**src/pss_pkg.sv**
```systemverilog
// Package with the shared constants and word types of the price set statistics block.
`default_nettype none
package pss_pkg;

    localparam int MAX_ORDERS = 256;
    localparam int ADDR_W = $clog2(MAX_ORDERS);
    localparam int CNT_W = $clog2(MAX_ORDERS + 1);
    localparam int PRICE_W = 32;
    localparam int FRAC_W = 16;
    localparam int SUM_W = PRICE_W + ADDR_W;
    localparam int WSUM_W = PRICE_W + FRAC_W + ADDR_W;
    localparam int TOTAL_W = 40;
    localparam int COUNT_W = 9;
    localparam int BIT_W = $clog2(PRICE_W);

    typedef struct packed {
        logic [PRICE_W-1:0] price;
        logic [PRICE_W-1:0] amount;
        logic               last_order;
    } order_t;

    typedef struct packed {
        logic [PRICE_W-1:0] high_price;
        logic [PRICE_W-1:0] low_price;
        logic [PRICE_W-1:0] mean_price;
        logic [PRICE_W-1:0] median_price;
        logic [TOTAL_W-1:0] total_amount;
        logic [PRICE_W-1:0] weighted_average;
        logic [COUNT_W-1:0] order_count;
        logic               overflowed;
    } result_t;

    typedef struct packed {
        logic               start;
        logic [SUM_W-1:0]   num_hi;
        logic [PRICE_W-1:0] num_lo;
        logic [SUM_W-1:0]   divisor;
    } div_req_t;

endpackage
`default_nettype wire

```
**src/pss_div.sv**
```systemverilog
// Restoring divider that produces a 32-bit quotient, one bit per cycle.
`default_nettype none
module pss_div (
    input  wire logic                       clk,
    input  wire logic                       rst_n,
    input  wire pss_pkg::div_req_t          req,
    output logic                            done,
    output logic [pss_pkg::PRICE_W-1:0]     quotient
);

    logic                            run_reg, run_next;
    logic                            done_reg, done_next;
    logic [pss_pkg::BIT_W-1:0]       step_reg, step_next;
    logic [pss_pkg::SUM_W-1:0]       rem_reg, rem_next;
    logic [pss_pkg::SUM_W-1:0]       div_reg, div_next;
    logic [pss_pkg::PRICE_W-1:0]     lo_reg, lo_next;
    logic [pss_pkg::SUM_W:0]         trial;
    logic                            ge;

    always_comb
    begin
        trial = {rem_reg, lo_reg[pss_pkg::PRICE_W-1]};
        ge = trial >= {1'b0, div_reg};
        run_next = run_reg;
        done_next = 1'b0;
        step_next = step_reg;
        rem_next = rem_reg;
        div_next = div_reg;
        lo_next = lo_reg;
        if (req.start)
        begin
            run_next = 1'b1;
            step_next = '0;
            rem_next = req.num_hi;
            div_next = req.divisor;
            lo_next = req.num_lo;
        end
        else if (run_reg)
        begin
            rem_next = ge ? pss_pkg::SUM_W'(trial - {1'b0, div_reg})
                          : trial[pss_pkg::SUM_W-1:0];
            lo_next = {lo_reg[pss_pkg::PRICE_W-2:0], ge};
            step_next = step_reg + 1'b1;
            if (step_reg == '1)
            begin
                run_next = 1'b0;
                done_next = 1'b1;
            end
        end
    end

    always_ff @(posedge clk or negedge rst_n)
    begin
        if (!rst_n)
        begin
            run_reg <= 1'b0;
            done_reg <= 1'b0;
            step_reg <= '0;
        end
        else
        begin
            run_reg <= run_next;
            done_reg <= done_next;
            step_reg <= step_next;
        end
    end

    always_ff @(posedge clk)
    begin
        rem_reg <= rem_next;
        div_reg <= div_next;
        lo_reg <= lo_next;
    end

    assign done = done_reg;
    assign quotient = lo_reg;

endmodule
`default_nettype wire

```
**config.mk**
```make
export PLATFORM = sky130hd
export DESIGN_NAME = pss_div
export DESIGN_NICKNAME = d
export VERILOG_FILES = /design/src/pss_pkg.sv /design/src/pss_div.sv
export SDC_FILE = /design/constraint.sdc
export NUM_CORES = 1
export LEC_CHECK = 0
export ABC_AREA = 1
export BUFFER_PORTS_ARGS = -buffer_cell sky130_fd_sc_hd__buf_4
export CORE_UTILIZATION = 40
export DETAILED_ROUTE_END_ITERATION = 12
export SLEW_MARGIN = 15
export SYNTH_ARGS = -nofsm -noshare
export SYNTH_HDL_FRONTEND = slang
export SYNTH_SLANG_ARGS = --single-unit
```
**constraint.sdc**
```tcl
create_clock -name clk -period 2.4 [get_ports clk]
set_input_delay 0.36 -clock clk [delete_from_list [all_inputs] [get_ports clk]]
set_output_delay 0.36 -clock clk [all_outputs]
set_load 0.03 [all_outputs]
```
After elaboration in Yosys (flattened, before gate mapping). Cells that the tools add are included.

RAM bits: 0. Memories: 0. Input port bits: 115. Bits in registers: 119. Bits in read-only memories: 0. Logic and storage cells: 24. Output and inout port bits: 33. Bits in latches: 0.

Mux-type cells: 13. Bitwise gates (word level): 0. Multiply operators: 0. Div/mod/pow operators: 0. Shift operators: 0. Order comparisons: 1. Equality and inequality tests: 1. Add/sub/neg operators: 2. Reductions and logical operators: 1.

Operators with widths (number): $mux 40 (3); $mux 32 (2); $ge 41x40->1 (1); $sub 40x40->40 (1); $mux 5 (2); $mux 1 (6); $add 5x1->5 const B (1); $eq 5x5->1 const B (1); $reduce_bool 2->1 (1).

Logic depth before layout (Yosys ltp).
Depth in word-level cells: 4. Depth in mapped cells: 17. Depth with buffers taken out: 17.

Worst setup path before layout. No wires, ideal clock.

Kind: input to register. Start point: input port req[112] in the netlist's numbering. End point: register lo_reg, in the netlist quotient[0], enable pin. Library setup time: 433 ps. Stages on the path: 4. Data arrival time: 2347 ps. Path slack: -380 ps. Path buffers: 2. Required time: 1967 ps. Cells stage by stage: clkbuf_1 inv_1 buf_2 nand2_1.

Cells in the longest elaborated chain, start to end: 1.

Ends and longest elaborated chain: start, declared (RTL line pss_div.sv:6) `input wire pss_pkg::div_req_t req,`; $reduce_bool 2->1 (no source line); end signal, assigned (RTL line pss_div.sv:72) `lo_reg <= lo_next;`; end, declared (RTL line pss_div.sv:16) `logic [pss_pkg::PRICE_W-1:0] lo_reg, lo_next;`.

No other way between the ends. A chain may end at the register's enable or synchronous reset.

Worst setup path after layout.
Start point: register rem_reg[30] in the netlist's numbering. End point: register rem_reg[27] in the netlist's numbering, data pin.

Cells in the longest elaborated chain, start to end: 4.

Ends and longest elaborated chain: start, declared (RTL line pss_div.sv:14) `logic [pss_pkg::SUM_W-1:0] rem_reg, rem_next;`; start signal, assigned (RTL line pss_div.sv:70) `rem_reg <= rem_next;`; $ge 41x40->1 (RTL line pss_div.sv:23) `ge = trial >= {1'b0, div_reg};`; $mux 40 (RTL line pss_div.sv:40) `rem_next = ge ? pss_pkg::SUM_W'(trial - {1'b0, div_reg})`; $mux 40 (RTL line pss_div.sv:38) `else if (run_reg)`; $mux 40 (RTL line pss_div.sv:30) `if (req.start)`; via rem_next (one bit) (RTL line pss_div.sv:14).

The timed path passes the listed nets, and every way through them passes these cells. The select of a mux whose other input is x is not followed.

==> impl_results.md <==
- Status: finished clean
- Crit path time final: between 2000 and 2500 ps
- Routed WL per cell: 15.4 um
- Most frequent cells after synthesis: 539 x nand2_1, 194 x inv_1, 112 x edfxtp_1
- Post-route insts no fill: between 1.5k and 2k
- FFs w/ async S/R, synth: 0.0588
- CP Class: reg2reg
- Cells on worst reg2reg path: 13
- DP Area: between 10000 and 15000 um2
- Seq cells post-synth: 119
- Syn Nets: 1362
- Initial antenna violation count: 0
- Pre-antenna DRT Iters: 5
- Synth area leader: edfxtp_1
- Via count: 8250
- Type of origin of the critical path: register
- Setup ws final: 65.2 ps
- Synth top area share: 0.392
- Power Total: 14800 uW
- Post-synth EDFFs: 112
- DRC viols: 0
- Finished Cell Area: approximately 12000 um2
- Synth unique cells: 38
- Total die area: 22100 um2
- Pwr Density: 1220 nW/um2
- Timing endpoint of the critical path: rem_reg[27]
- CP max-delay cell: edfxtp_1
- TritonCTS Buffers: 17
- Vias in the first global route: 8047
- Max Clock Skew: about 18 ps
- Post-Syn Area: 8590 um2
- Gr ovfl total: 0
- Clock root buffer master: clkbuf_16
- CTS tree: done
- Critical path launch point: rem_reg[30]
- Synth top area cells: edfxtp_1 39%, nand2_1 24%, inv_1 8.5%, ha_1 6.1%, nand3_1 4.5%
- Die Y: 149 um
- Relative slew slack: 0.620
- Die W: 149 um
- Post-detail-place hpwl: around 19000 um
- Count leader, synth: nand2_1
- Fin. Hold Viols: 0
- First-pass GRT wire length: 40500 um
- Starting density of the core: 0.408
- Deepest clock path buffer count: 2
- ANT cells: 0
- Skew-Pair Late Insertion Delay: ~440 ps
- GP Congestion: 0.968
- # IOs: approximately 150
- CTS H-Tree Depth: 4
- Clk slew on worst S/H paths: 70 ps
- WP data required: 2590 ps
- Period utilisation layout: 0.973
- Signal arrival time at the worst endpoint: 2520 ps
- Max-slew violation count: 0
- Detailed router's first-iteration violation count: ~570
- Tot GR Track Use: 0.241
- Nets: 1588
- CP max FO: 10
- Largest net degree at the start of global routing: 117
- Pre-CTS setup slack: -229 ps
- Crit path largest cell delay: about 460 ps
- Ys flop type: edfxtp_1
- Mapped Avg Cell Area: 7.13 um2
- IO buf count: 147
- Area grow syn2layout: 41.1%
- Reg-to-reg endpoint: rem_reg[27]
- Layout cells sized above 1: 0.292
- Final setup viols: 0
- Final cell utilization of the core: 0.576
- P_leak: around 0.006 uW
- Sequential fraction of the synthesis area: 0.412
- Reg2reg start: rem_reg[30]
- # Max-Cap Violations: 0
- Cell breakdown of the critical path: ha_4 > nand2_2 > nor2_2 > inv_1 > nor2_2 > inv_1 > nor2_4 > nand2_4 > nand2_8 > clkbuf_16 > nand2_1 > nand2_1 > nand2_1
- R2R setup slack: between 60 and 70 ps
- CP endpoint kind: register
- Worst Tran Pin Value: 568 ps
- Synth warn: 0
- Rows: 53
- Antenna viol nets, final: 0
- DP Cell Count: 1665
- CP most frequent cell: nand2_1
- Max VDD drop: 0.000490 V
- Clk sink count: 119
- Maximum clock frequency: 428 MHz
- Cells after Synth: roughly 1.2k
- Core area: 21000 um2
- Vias per cell: 4.80
- Hold crit path type: in2reg
- Drt total wl: 26400 um
==> metal layers <==
layer / share of wire / global-route usage / routed length, um
met1: 0.46 / 0.323 / 12200
met2: 0.45 / 0.384 / 11900
met3: 0.069 / 0.0595 / 1820
met4: 0.016 / 0.0665 / 424
met5: 0 / 0 / 0
==> logic make-up after synthesis <==
kind of cell	share of synthesized area
adder cells (fa/ha/maj)	0.0635
flip-flops	0.412
buffers and inverters	0.104
AND/OR/NAND/NOR	0.370
XOR/XNOR	0.0214
AO/OA/AOI/OAI	0.0297
==> cell type report <==
cell class	count	area, um2
Fill cell	1953	8900
Multi-Input combinational cell	863	5000
Sequential cell	119	3540
Timing Repair Buffer	234	1910
Inverter	195	732
Clock buffer	17	425
Tap cell	275	344
Clock inverter	15	168
==> power breakdown <==
part | switching [uW] | internal [uW]
combinational | 4900 | 3950
clock | 1180 | 1490
sequential | 419 | 2880
total | 6500 | 8320
==> placed cells by master, fill, tap and decap left out, types with 9 or more instances in the layout <==
cell type / count
nand3b_1: 33
inv_2: 12
edfxtp_1: 112
ha_4: 39
nor2_1: 55
nand3_2: 11
nand2_1: 489
o21ai_0: 9
clkbuf_16: 20
buf_4: 218
nand3_1: 67
nand2_4: 10
xnor2_1: 20
nand2_2: 43
nor2_4: 11
a21oi_1: 19
nor2_2: 14
inv_1: 183
==> how the worst min path moves through the flow <==
stage / startpoint / to / slack [ps] / cells past startpoint
floorplan: rst_n / done / 60 / 0
finish: req[4] / div_reg[4] / 90 / 1
global placement: rst_n / done / 180 / 1
global route: req[1] / div_reg[1] / 80 / 1
detailed placement: rst_n / done / 180 / 1
CTS: req[4] / div_reg[4] / 80 / 1
==> critical path, delay by kind of cell (launching register included) <==
kind | cells | cell delay, ps
flops | 1 | 460
simple gates | 9 | 910
buf+inv | 3 | 350
fa+ha+maj | 1 | 350
==> through the flow <==
step	setup TNS (ps)	hold WS, ps
final	0	90.9
after CTS	0	78.0
after floorplan	0	64.4
after global placement	-6410	181
after detailed placement	-6300	181
after global routing	-864	78.3
==> what timing repair did <==
action,4_1_cts,5_1_grt
setup endpoints to repair,41,41
gates resized for setup,30,137
endpoints found under the hold margin,7,0
pin swaps,1,37
hold buffers,1,0
buffers inserted,1,17
cloned,0,3
No activity file was read; power rests on OpenSTA's default activity.
